--- config.mk ---
export PLATFORM = sky130hd
export DESIGN_NAME = stack_machine_execute
export DESIGN_NICKNAME = d
export VERILOG_FILES = /design/src/sv/sme_pkg.sv /design/src/sv/sme_front.sv /design/src/sv/sme_div.sv /design/src/sv/sme_back.sv /design/src/sv/stack_machine_execute.sv
export SDC_FILE = /design/constraint.sdc
export NUM_CORES = 2
export LEC_CHECK = 0
export ABC_CLOCK_PERIOD_IN_PS = 8550
export BUFFER_PORTS_ARGS = -buffer_cell sky130_fd_sc_hd__buf_2
export CORE_ASPECT_RATIO = 1.75
export CORE_MARGIN = 3
export CORE_UTILIZATION = 50
export CTS_BUF_LIST = sky130_fd_sc_hd__clkbuf_16
export CTS_CLUSTER_DIAMETER = 120
export DETAILED_ROUTE_END_ITERATION = 12
export PLACE_DENSITY = 0.7
export SLEW_MARGIN = 20
export SYNTH_ARGS = -nofsm -noshare
export SYNTH_HDL_FRONTEND = slang
export SYNTH_SLANG_ARGS = --single-unit
export TNS_END_PERCENT = 20
--- constraint.sdc ---
create_clock -name i_clk -period 8.55 [get_ports i_clk]
set_input_delay 2.565 -clock i_clk [delete_from_list [all_inputs] [get_ports i_clk]]
set_output_delay 2.565 -clock i_clk [all_outputs]
set_load 0.05 [all_outputs]
--- src/sv/sme_pkg.sv ---
// Package for the stack machine executor: opcode and status codes, queue entry type.
// No dependencies.
package sme_pkg;

    typedef enum logic [3:0] {
        OP_PUSH  = 4'd0,
        OP_PALL  = 4'd1,
        OP_PINT  = 4'd2,
        OP_POP   = 4'd3,
        OP_SWAP  = 4'd4,
        OP_ADD   = 4'd5,
        OP_NOP   = 4'd6,
        OP_SUB   = 4'd7,
        OP_DIV   = 4'd8,
        OP_MOD   = 4'd9,
        OP_MUL   = 4'd10,
        OP_PCHAR = 4'd11,
        OP_PSTR  = 4'd12,
        OP_ROTL  = 4'd13,
        OP_ROTR  = 4'd14,
        OP_BAD   = 4'd15
    } t_op;

    typedef enum logic [2:0] {
        ST_OK    = 3'd0,
        ST_EMPTY = 3'd1,
        ST_SHORT = 3'd2,
        ST_DIVZ  = 3'd3,
        ST_RANGE = 3'd4,
        ST_UNK   = 3'd5,
        ST_FULL  = 3'd6
    } t_status;

    localparam logic [31:0] CHAR_MAX = 32'd126;

    typedef struct packed {
        t_op         op;
        logic [31:0] operand;
    } t_cmd;

    typedef enum logic [3:0] {
        S_IDLE, S_RD1, S_RD2, S_EXEC, S_DIV, S_LIST, S_LISTW,
        S_ROT, S_ROTW, S_ROTF, S_WB, S_DONE
    } t_state;

endpackage

--- src/sv/sme_front.sv ---
// Front end: accepts commands and holds them in a two-entry queue for the back end.
// Depends on sme_pkg.
module sme_front (
    input  logic              i_clk,
    input  logic              i_rst_n,
    input  logic              i_start,
    input  logic [3:0]        i_command,
    input  logic [31:0]       i_operand,
    output logic              o_busy,
    output logic              o_q_valid,
    output sme_pkg::t_cmd     o_q_data,
    input  logic              i_q_pop
);
    sme_pkg::t_cmd r_q [2];
    logic [1:0]    r_cnt;
    logic          r_rd;
    logic          r_wr;
    logic          push;

    assign o_busy    = (r_cnt == 2'd2);
    assign push      = i_start && !o_busy;
    assign o_q_valid = (r_cnt != 2'd0);
    assign o_q_data  = r_q[r_rd];

    always_ff @(posedge i_clk) begin
        if (!i_rst_n) begin
            r_cnt <= 2'd0;
            r_rd  <= 1'b0;
            r_wr  <= 1'b0;
        end else begin
            if (push) begin
                r_wr <= ~r_wr;
            end
            if (i_q_pop) begin
                r_rd <= ~r_rd;
            end
            r_cnt <= r_cnt + {1'b0, push} - {1'b0, i_q_pop};
        end
    end

    always_ff @(posedge i_clk) begin
        if (push) begin
            r_q[r_wr] <= '{op: sme_pkg::t_op'(i_command), operand: i_operand};
        end
    end
endmodule

--- src/sv/sme_div.sv ---
// Signed restoring divider, one quotient bit per cycle; truncating quotient and remainder.
// No dependencies.
module sme_div (
    input  logic        i_clk,
    input  logic        i_rst_n,
    input  logic        i_go,
    input  logic [31:0] i_a,
    input  logic [31:0] i_b,
    output logic        o_done,
    output logic [31:0] o_quo,
    output logic [31:0] o_rem
);
    logic [31:0] r_q;
    logic [31:0] r_r;
    logic [31:0] r_d;
    logic [5:0]  r_n;
    logic        r_run;
    logic        r_qn;
    logic        r_rn;
    logic [32:0] trial;

    assign trial  = {r_r, r_q[31]} - {1'b0, r_d};
    assign o_done = r_run && (r_n == 6'd0);
    assign o_quo  = r_qn ? (32'd0 - r_q) : r_q;
    assign o_rem  = r_rn ? (32'd0 - r_r) : r_r;

    always_ff @(posedge i_clk) begin
        if (!i_rst_n) begin
            r_run <= 1'b0;
            r_n   <= 6'd0;
        end else if (i_go) begin
            r_run <= 1'b1;
            r_n   <= 6'd32;
        end else if (r_run) begin
            if (r_n == 6'd0) begin
                r_run <= 1'b0;
            end else begin
                r_n <= r_n - 6'd1;
            end
        end
    end

    always_ff @(posedge i_clk) begin
        if (i_go) begin
            r_q  <= i_a[31] ? (32'd0 - i_a) : i_a;
            r_d  <= i_b[31] ? (32'd0 - i_b) : i_b;
            r_r  <= 32'd0;
            r_qn <= i_a[31] ^ i_b[31];
            r_rn <= i_a[31];
        end else if (r_run && r_n != 6'd0) begin
            if (!trial[32]) begin
                r_r <= trial[31:0];
                r_q <= {r_q[30:0], 1'b1};
            end else begin
                r_r <= {r_r[30:0], r_q[31]};
                r_q <= {r_q[30:0], 1'b0};
            end
        end
    end
endmodule

--- src/sv/sme_back.sv ---
// Back end: stack memory and sequencer that carries out one queued command at a time.
// Depends on sme_pkg and sme_div.
module sme_back #(
    parameter int STACK_DEPTH = 32
) (
    input  logic          i_clk,
    input  logic          i_rst_n,
    input  logic          i_q_valid,
    input  sme_pkg::t_cmd i_q_data,
    output logic          o_q_pop,
    output logic          o_valid,
    output logic [2:0]    o_status,
    output logic          o_has_value,
    output logic [31:0]   o_value,
    output logic          o_last
);
    localparam int AW = $clog2(STACK_DEPTH);

    logic [31:0]        r_mem [STACK_DEPTH];
    logic [31:0]        r_rdata;
    sme_pkg::t_state    r_state, n_state;
    sme_pkg::t_cmd      r_cmd;
    logic [5:0]         r_cnt;
    logic [5:0]         r_idx;
    logic [31:0]        r_b;
    logic [31:0]        r_a;
    logic [31:0]        r_res;
    logic [2:0]         r_st;

    logic               we;
    logic [AW-1:0]      waddr;
    logic [31:0]        wdata;
    logic [AW-1:0]      raddr;
    logic               div_go;
    logic               div_done;
    logic [31:0]        quo;
    logic [31:0]        rem;
    logic               lst_stop;

    // dividend is still on the read port when the divider starts
    sme_div u_div (
        .i_clk  (i_clk),
        .i_rst_n(i_rst_n),
        .i_go   (div_go),
        .i_a    (r_rdata),
        .i_b    (r_b),
        .o_done (div_done),
        .o_quo  (quo),
        .o_rem  (rem)
    );

    always_ff @(posedge i_clk) begin
        if (we) begin
            r_mem[waddr] <= wdata;
        end
        r_rdata <= r_mem[raddr];
    end

    assign lst_stop = (r_cmd.op == sme_pkg::OP_PSTR)
                      && (r_rdata == 32'd0 || r_rdata > sme_pkg::CHAR_MAX);

    // next state
    always_comb begin
        n_state = r_state;
        unique case (r_state)
            sme_pkg::S_IDLE: begin
                if (i_q_valid) begin
                    n_state = sme_pkg::S_RD1;
                end
            end
            sme_pkg::S_RD1: begin
                unique case (r_cmd.op) inside
                    sme_pkg::OP_PALL, sme_pkg::OP_PSTR: begin
                        n_state = (r_cnt == 6'd0) ? sme_pkg::S_DONE : sme_pkg::S_LISTW;
                    end
                    sme_pkg::OP_ROTL, sme_pkg::OP_ROTR: begin
                        n_state = (r_cnt < 6'd2) ? sme_pkg::S_DONE : sme_pkg::S_ROTW;
                    end
                    sme_pkg::OP_SWAP, sme_pkg::OP_ADD, sme_pkg::OP_SUB,
                    sme_pkg::OP_DIV, sme_pkg::OP_MOD, sme_pkg::OP_MUL: begin
                        n_state = (r_cnt < 6'd2) ? sme_pkg::S_DONE : sme_pkg::S_RD2;
                    end
                    sme_pkg::OP_PINT, sme_pkg::OP_PCHAR: begin
                        n_state = (r_cnt == 6'd0) ? sme_pkg::S_DONE : sme_pkg::S_RD2;
                    end
                    default: n_state = sme_pkg::S_DONE;
                endcase
            end
            sme_pkg::S_RD2: n_state = sme_pkg::S_EXEC;
            sme_pkg::S_EXEC: begin
                unique case (r_cmd.op) inside
                    sme_pkg::OP_PINT: n_state = sme_pkg::S_IDLE;
                    sme_pkg::OP_PCHAR: begin
                        n_state = (r_b > sme_pkg::CHAR_MAX) ? sme_pkg::S_DONE
                                                            : sme_pkg::S_IDLE;
                    end
                    sme_pkg::OP_DIV, sme_pkg::OP_MOD: begin
                        n_state = (r_b == 32'd0) ? sme_pkg::S_DONE : sme_pkg::S_DIV;
                    end
                    default: n_state = sme_pkg::S_WB;
                endcase
            end
            sme_pkg::S_DIV: begin
                if (div_done) begin
                    n_state = sme_pkg::S_WB;
                end
            end
            sme_pkg::S_WB: n_state = sme_pkg::S_DONE;
            sme_pkg::S_LISTW: n_state = sme_pkg::S_LIST;
            sme_pkg::S_LIST: begin
                if (lst_stop || r_idx == 6'd1) begin
                    n_state = sme_pkg::S_DONE;
                end else begin
                    n_state = sme_pkg::S_LISTW;
                end
            end
            sme_pkg::S_ROTW: n_state = sme_pkg::S_ROT;
            sme_pkg::S_ROT: begin
                if (r_idx == 6'd2) begin
                    n_state = sme_pkg::S_ROTF;
                end else begin
                    n_state = sme_pkg::S_ROTW;
                end
            end
            sme_pkg::S_ROTF: n_state = sme_pkg::S_DONE;
            sme_pkg::S_DONE: n_state = sme_pkg::S_IDLE;
            default: n_state = sme_pkg::S_IDLE;
        endcase
    end

    // outputs
    always_comb begin
        o_q_pop     = 1'b0;
        o_valid     = 1'b0;
        o_status    = sme_pkg::ST_OK;
        o_has_value = 1'b0;
        o_value     = 32'd0;
        o_last      = 1'b0;
        we          = 1'b0;
        waddr       = '0;
        wdata       = r_res;
        raddr       = AW'(r_cnt - 6'd1);
        div_go      = 1'b0;
        unique case (r_state)
            sme_pkg::S_IDLE: o_q_pop = i_q_valid;
            sme_pkg::S_RD1: begin
                raddr = AW'(r_cnt - 6'd1);
                if (r_cmd.op == sme_pkg::OP_ROTR) begin
                    raddr = '0;
                end
                if (r_cmd.op == sme_pkg::OP_PUSH && r_cnt < 6'(STACK_DEPTH)) begin
                    we    = 1'b1;
                    waddr = AW'(r_cnt);
                    wdata = r_cmd.operand;
                end
            end
            sme_pkg::S_RD2: raddr = AW'(r_cnt - 6'd2);
            sme_pkg::S_EXEC: begin
                if (r_cmd.op == sme_pkg::OP_PINT
                    || (r_cmd.op == sme_pkg::OP_PCHAR && r_b <= sme_pkg::CHAR_MAX)) begin
                    o_valid     = 1'b1;
                    o_has_value = 1'b1;
                    o_value     = r_b;
                    o_last      = 1'b1;
                end
                div_go = (r_cmd.op == sme_pkg::OP_DIV || r_cmd.op == sme_pkg::OP_MOD)
                         && r_b != 32'd0;
            end
            sme_pkg::S_WB: begin
                we = 1'b1;
                if (r_cmd.op == sme_pkg::OP_SWAP) begin
                    waddr = AW'(r_cnt - 6'd2);
                    wdata = r_b;
                end else begin
                    waddr = AW'(r_cnt - 6'd2);
                    wdata = r_res;
                end
            end
            sme_pkg::S_LISTW: raddr = AW'(r_idx - 6'd1);
            sme_pkg::S_LIST: begin
                if (!lst_stop) begin
                    o_valid     = 1'b1;
                    o_has_value = 1'b1;
                    o_value     = r_rdata;
                end
            end
            sme_pkg::S_ROTW: begin
                if (r_cmd.op == sme_pkg::OP_ROTL) begin
                    raddr = AW'(r_idx - 6'd2);
                end else begin
                    raddr = AW'(r_cnt - r_idx + 6'd1);
                end
            end
            sme_pkg::S_ROT: begin
                we = 1'b1;
                if (r_cmd.op == sme_pkg::OP_ROTL) begin
                    waddr = AW'(r_idx - 6'd1);
                end else begin
                    waddr = AW'(r_cnt - r_idx);
                end
                wdata = r_rdata;
            end
            sme_pkg::S_ROTF: begin
                we    = 1'b1;
                waddr = (r_cmd.op == sme_pkg::OP_ROTL) ? '0 : AW'(r_cnt - 6'd1);
                wdata = r_a;
            end
            sme_pkg::S_DONE: begin
                o_valid  = 1'b1;
                o_status = r_st;
                o_last   = 1'b1;
                // second half of swap: old second word goes on top
                if (r_cmd.op == sme_pkg::OP_SWAP && r_st == sme_pkg::ST_OK) begin
                    we    = 1'b1;
                    waddr = AW'(r_cnt - 6'd1);
                    wdata = r_a;
                end
            end
            default: ;
        endcase
    end

    always_ff @(posedge i_clk) begin
        if (!i_rst_n) begin
            r_state <= sme_pkg::S_IDLE;
            r_cnt   <= 6'd0;
        end else begin
            r_state <= n_state;
            if (r_state == sme_pkg::S_RD1 && r_cmd.op == sme_pkg::OP_PUSH
                && r_cnt < 6'(STACK_DEPTH)) begin
                r_cnt <= r_cnt + 6'd1;
            end
            if (r_state == sme_pkg::S_RD1 && r_cmd.op == sme_pkg::OP_POP
                && r_cnt != 6'd0) begin
                r_cnt <= r_cnt - 6'd1;
            end
            if (r_state == sme_pkg::S_WB && r_cmd.op != sme_pkg::OP_SWAP) begin
                r_cnt <= r_cnt - 6'd1;
            end
        end
    end

    always_ff @(posedge i_clk) begin
        unique case (r_state)
            sme_pkg::S_IDLE: begin
                r_cmd <= i_q_data;
                r_st  <= sme_pkg::ST_OK;
            end
            sme_pkg::S_RD1: begin
                r_idx <= r_cnt;
                case (r_cmd.op) inside
                    sme_pkg::OP_PUSH:
                        if (r_cnt >= 6'(STACK_DEPTH)) r_st <= sme_pkg::ST_FULL;
                    sme_pkg::OP_PINT, sme_pkg::OP_PCHAR, sme_pkg::OP_POP:
                        if (r_cnt == 6'd0) r_st <= sme_pkg::ST_EMPTY;
                    sme_pkg::OP_SWAP, sme_pkg::OP_ADD, sme_pkg::OP_SUB,
                    sme_pkg::OP_DIV, sme_pkg::OP_MOD, sme_pkg::OP_MUL:
                        if (r_cnt < 6'd2) r_st <= sme_pkg::ST_SHORT;
                    sme_pkg::OP_BAD: r_st <= sme_pkg::ST_UNK;
                    default: ;
                endcase
            end
            sme_pkg::S_RD2: r_b <= r_rdata;
            sme_pkg::S_EXEC: begin
                r_a <= r_rdata;
                if (r_cmd.op == sme_pkg::OP_PCHAR && r_b > sme_pkg::CHAR_MAX) begin
                    r_st <= sme_pkg::ST_RANGE;
                end
                if ((r_cmd.op == sme_pkg::OP_DIV || r_cmd.op == sme_pkg::OP_MOD)
                    && r_b == 32'd0) begin
                    r_st <= sme_pkg::ST_DIVZ;
                end
            end
            sme_pkg::S_DIV: r_res <= (r_cmd.op == sme_pkg::OP_DIV) ? quo : rem;
            sme_pkg::S_LIST: r_idx <= r_idx - 6'd1;
            sme_pkg::S_ROTW: begin
                if (r_idx == r_cnt || (r_cmd.op == sme_pkg::OP_ROTR && r_idx == r_cnt)) begin
                    r_a <= r_rdata;
                end
            end
            sme_pkg::S_ROT: r_idx <= r_idx - 6'd1;
            default: ;
        endcase
        if (r_state == sme_pkg::S_EXEC) begin
            unique case (r_cmd.op) inside
                sme_pkg::OP_ADD: r_res <= r_rdata + r_b;
                sme_pkg::OP_SUB: r_res <= r_rdata - r_b;
                sme_pkg::OP_MUL: r_res <= r_rdata * r_b;
                default: ;
            endcase
        end
        if (r_state == sme_pkg::S_WB) begin
            r_res <= r_res;
        end
    end
endmodule

--- src/sv/stack_machine_execute.sv ---
// Stack machine executor: one decoded opcode per command on a bounded word stack.
// Depends on sme_pkg, sme_front, sme_back.
//
// Channels: a command (i_command, i_operand) transfers at a clock edge with
// start high and busy low. A two-entry queue holds commands for the
// back end, so busy rises only when both slots are taken.
// Results come out at most one per cycle on o_status, o_has_value, o_value
// and o_last, marked by o_valid; o_last closes each command. The receiver
// cannot stall the block.
// Sequencing: push, pop, nop and early errors go from S_RD1 to S_DONE;
// pint and pchar answer from S_EXEC; swap, add, sub and mul go on via S_WB.
// Division and remainder wait in S_DIV on the one-bit-per-cycle divider.
// Listings go S_LISTW, S_LIST per word (one stack memory read port); rotations
// go S_ROTW, S_ROT per entry moved. Commands run one at a time in the back end.
// Reset: synchronous, active low; empties the stack and the queue. The
// stack memory itself is not cleared.
module stack_machine_execute #(
    parameter int STACK_DEPTH = 32
) (
    input  logic        i_clk,
    input  logic        i_rst_n,
    input  logic        start,
    output logic        busy,
    input  logic [3:0]  i_command,
    input  logic [31:0] i_operand,
    output logic        o_valid,
    output logic [2:0]  o_status,
    output logic        o_has_value,
    output logic [31:0] o_value,
    output logic        o_last
);
    logic          q_valid;
    logic          q_pop;
    sme_pkg::t_cmd q_data;

    sme_front u_front (
        .i_clk    (i_clk),
        .i_rst_n  (i_rst_n),
        .i_start  (start),
        .i_command(i_command),
        .i_operand(i_operand),
        .o_busy   (busy),
        .o_q_valid(q_valid),
        .o_q_data (q_data),
        .i_q_pop  (q_pop)
    );

    sme_back #(.STACK_DEPTH(STACK_DEPTH)) u_back (
        .i_clk      (i_clk),
        .i_rst_n    (i_rst_n),
        .i_q_valid  (q_valid),
        .i_q_data   (q_data),
        .o_q_pop    (q_pop),
        .o_valid    (o_valid),
        .o_status   (o_status),
        .o_has_value(o_has_value),
        .o_value    (o_value),
        .o_last     (o_last)
    );
endmodule

==> results.md <==
- # rows: 192
- Data arrival, critical path: 8.44 ns
- Syn_area_per_cell: 11.1 sq um
- Headroom to the max-slew limit: 0.118
- Endpoint type of the worst setup path: flip-flop
- Worst-path maximum fanout: 16
- Setup ws final: 0.574 ns
- Drt initial violations: 5748
- Root buffer cell: clkbuf_16
- Clock Path Buffers: 3
- Reg clk slew, reported paths: 0.07 ns
- Vias in the first global route: 57600
- Synthesized cell area: 78700 sq um
- Port bufs: 77
- Drt pass-1 iters: 8
- Worst-margin pin slew: 1.31 ns
- Max-Cap Viols: 0
- Initial antenna violation count: 26
- Crit share post-route: 0.933
- Antenna viol nets, final: 0
- FFs w/ async S/R, synth: 0
- Fill cells: 13000
- Cts bufs inserted: 118
- # H-tree levels: 3
- Fin. Hold Viols: 0
- Tot GR Track Use: 0.309
- Core Area: 156000 sq um
- Share of post-route cells with drive strength above 1: 0.0842
- Congestion Overflow GR: 0
- Die area: 162000 sq um
- Commonest non-fill, non-tap cells in the layout: nand2_1 (1532), edfxtp_1 (1303), inv_1 (465)
- Die Y: 531 um
- First-pass GRT wire length: 369000 um
- Io pins: 78
- Placer congestion estimate: 1.03
- Worst-skew pair later-pin latency: 0.75 ns
- Vias: 57100
- Final setup fails: 0
- Post-route DRC: 0
- CP cell instances: buf_4, and2_1, fa_1, inv_1, fa_1, fa_1, fa_1, inv_1, ha_1, ha_1, fa_1, fa_1, ha_1, a21oi_1, nand2_1, o41ai_1, buf_4, o31ai_1, a211oi_1, o21bai_1, a21oi_1, xnor2_1, o221ai_1
- EDFF count, synth: 1303
- Dpl hpwl: 164000 um
- Utilization after layout: 0.548
- Hold Path Class: flip-flop to flip-flop
- Clock Sinks: 1388
- Critical path launch point type: flip-flop
- Post-Route Setup TNS: 0 ns
- Area Growth Syn to Fin: 8.84%
- Syn Inst Count: 7112
- Yosys warnings: 0
- Yosys reg bits: 1388
- Routed Wire Length: 253000 um
- Postcts setup bufs: 0
- Final Skew: 0.0471 ns
- CP max stage delay: 1.06 ns
- Hold Buf Count CTS: 0
- Max-slew violation count: 0
- Initial Util: 0.504
- Tmin final: 7.98 ns
- Post-synthesis sequential area ratio: 0.518
- Unrepaired setup endpoints after global routing: no
- Cell variety after synth: 89
- Peak Freq: 0.125 GHz
- WL/cell: 27.6 um
- Leading cell type in the layout, fill and taps excluded: nand2_1
- Req. time, crit path: 9.01 ns
- CP Buf/Inv Count: 4
- Setup WS pre-CTS: 0.657 ns
- Syn_nets: 7774
- CP most frequent cell: fa_1
- Gates resized, CTS repair: 0
- CP Class: flip-flop to flip-flop
- Final Net Count: 7671
- Pin count of the biggest net entering global routing: 173
- WHS: 0.515 ns
- Primary FF master, synth: edfxtp_1
- Via density: 6.24
- CTS tree: yes
- Status: finished, final reports clean
- CP top delay family: adder cells
- Slowest cell on the critical path: dfxtp_1
- Die W: 306 um
==> Yosys cell counts, drive strengths merged, types with 9 or more instances <==
library cell  instances  share of area
or2                  16         0.0013
a22oi                50         0.0048
o41ai                18         0.0020
nand2b               27         0.0021
edfxtp             1303           0.50
fa                  411           0.10
nor2b                21         0.0017
and2                321          0.026
o211ai               13         0.0012
o22ai                22         0.0017
a21o                 80         0.0076
a41oi                 9         0.0010
o21ai               173          0.011
a21oi               179          0.011
o21a                 20         0.0019
a22o                 34         0.0038
nand2              1535          0.073
xor2                137          0.015
mux2i                29         0.0037
a221o                36         0.0046
inv                 455          0.022
nor2                182         0.0087
a31oi                80         0.0064
nor4                 14         0.0012
ha                  212          0.034
buf                  83         0.0051
mux2                 39         0.0056
dfxtp                85          0.022
nor3                 45         0.0029
a211oi               67         0.0064
o221ai               12         0.0014
and3                141          0.011
nand3               288          0.018
or3                  32         0.0026
o31ai                50         0.0048
xnor2               177          0.020
clkbuf              402          0.019
nand4                16         0.0013
or4                  21         0.0021
a311oi              195          0.022
==> per-layer routing <==
layer  share of wire  track usage  routed length, um
met4            0.10        0.257              25300
met2            0.50        0.532             126000
met5         0.00057            0                143
met3           0.084       0.0577              21100
met1            0.32        0.329              80700
==> flip-flops by register name, indices dropped and copies added (netlist names), 4 cells and up <==
signal            cells
u_back.r_mem       1024
u_front.r_q          72
u_back.r_cmd         36
u_back.r_a           32
u_back.r_b           32
u_back.r_rdata       32
u_back.r_res         32
u_back.u_div.r_d     32
u_back.u_div.r_q     32
u_back.u_div.r_r     32
u_back.r_cnt          6
u_back.r_idx          6
u_back.u_div.r_n      6
u_back.r_state        4
==> path summary, 6_finish.rpt <==
kind | startpoint | endpoint | slack, ns | depth (start not counted)
hold / removal | u_back.u_div.r_n[1] | u_back.u_div.r_n[1] | 0.51 | 2
setup / recovery | u_back.r_rdata[10] | u_back.r_res[31] | 0.57 | 23
hold reg to reg | u_back.u_div.r_n[1] | u_back.u_div.r_n[1] | 0.51 | 2
setup reg to reg | u_back.r_rdata[10] | u_back.r_res[31] | 0.57 | 23
==> worst register-to-register path, cell delays in order (launching register included) <==
cell and delay (ns):
dfxtp_1 1.06, buf_4 0.41, and2_1 0.20, fa_1 0.40, inv_1 0.09, fa_1 0.42, fa_1 0.48, fa_1 0.55
inv_1 0.04, ha_1 0.26, ha_1 0.29, fa_1 0.52, fa_1 0.44, ha_1 0.35, a21oi_1 0.23, nand2_1 0.11
o41ai_1 0.53, buf_4 0.23, o31ai_1 0.16, a211oi_1 0.39, o21bai_1 0.10, a21oi_1 0.19, xnor2_1 0.14, o221ai_1 0.12
==> logic make-up (layout without fill, tap and decap cells) <==
kind of cell	Yosys count	count (layout)	share of synthesized area
AO/OA/AOI/OAI	1096	1096	0.0986
other	0	12	0
AND/OR/NAND/NOR	2683	2683	0.155
buffers and inverters	940	941	0.0459
XOR/XNOR	314	314	0.0350
adder cells (fa/ha/maj)	623	623	0.138
flip-flops	1388	1388	0.518
multiplexers	68	68	0.00926
==> per-stage QoR <==
stage               instance area [sq um]  instances
finish                              85700       9162
global route                        85700       9153
CTS                                 85600       9147
detailed placement                  81700       8923
global placement                    81700       8923
floorplan                           78700       7112
==> cell type report <==
type / count / area [sq um] / area share
repair buffers: 262 / 1970 / 0.0230
multi-input cells: 4784 / 34800 / 0.405
well taps: 2037 / 2550 / 0.0297
diodes: 12 / 30.0 / 0.000350
flip-flops and latches: 1388 / 40800 / 0.476
clock buffers: 118 / 2950 / 0.0345
clock inverters: 106 / 907 / 0.0106
inverters: 455 / 1710 / 0.0199
Power is left out: the tool's default activity adds up to more than one toggle a clock period on the data nets, which glitch-free logic cannot reach.
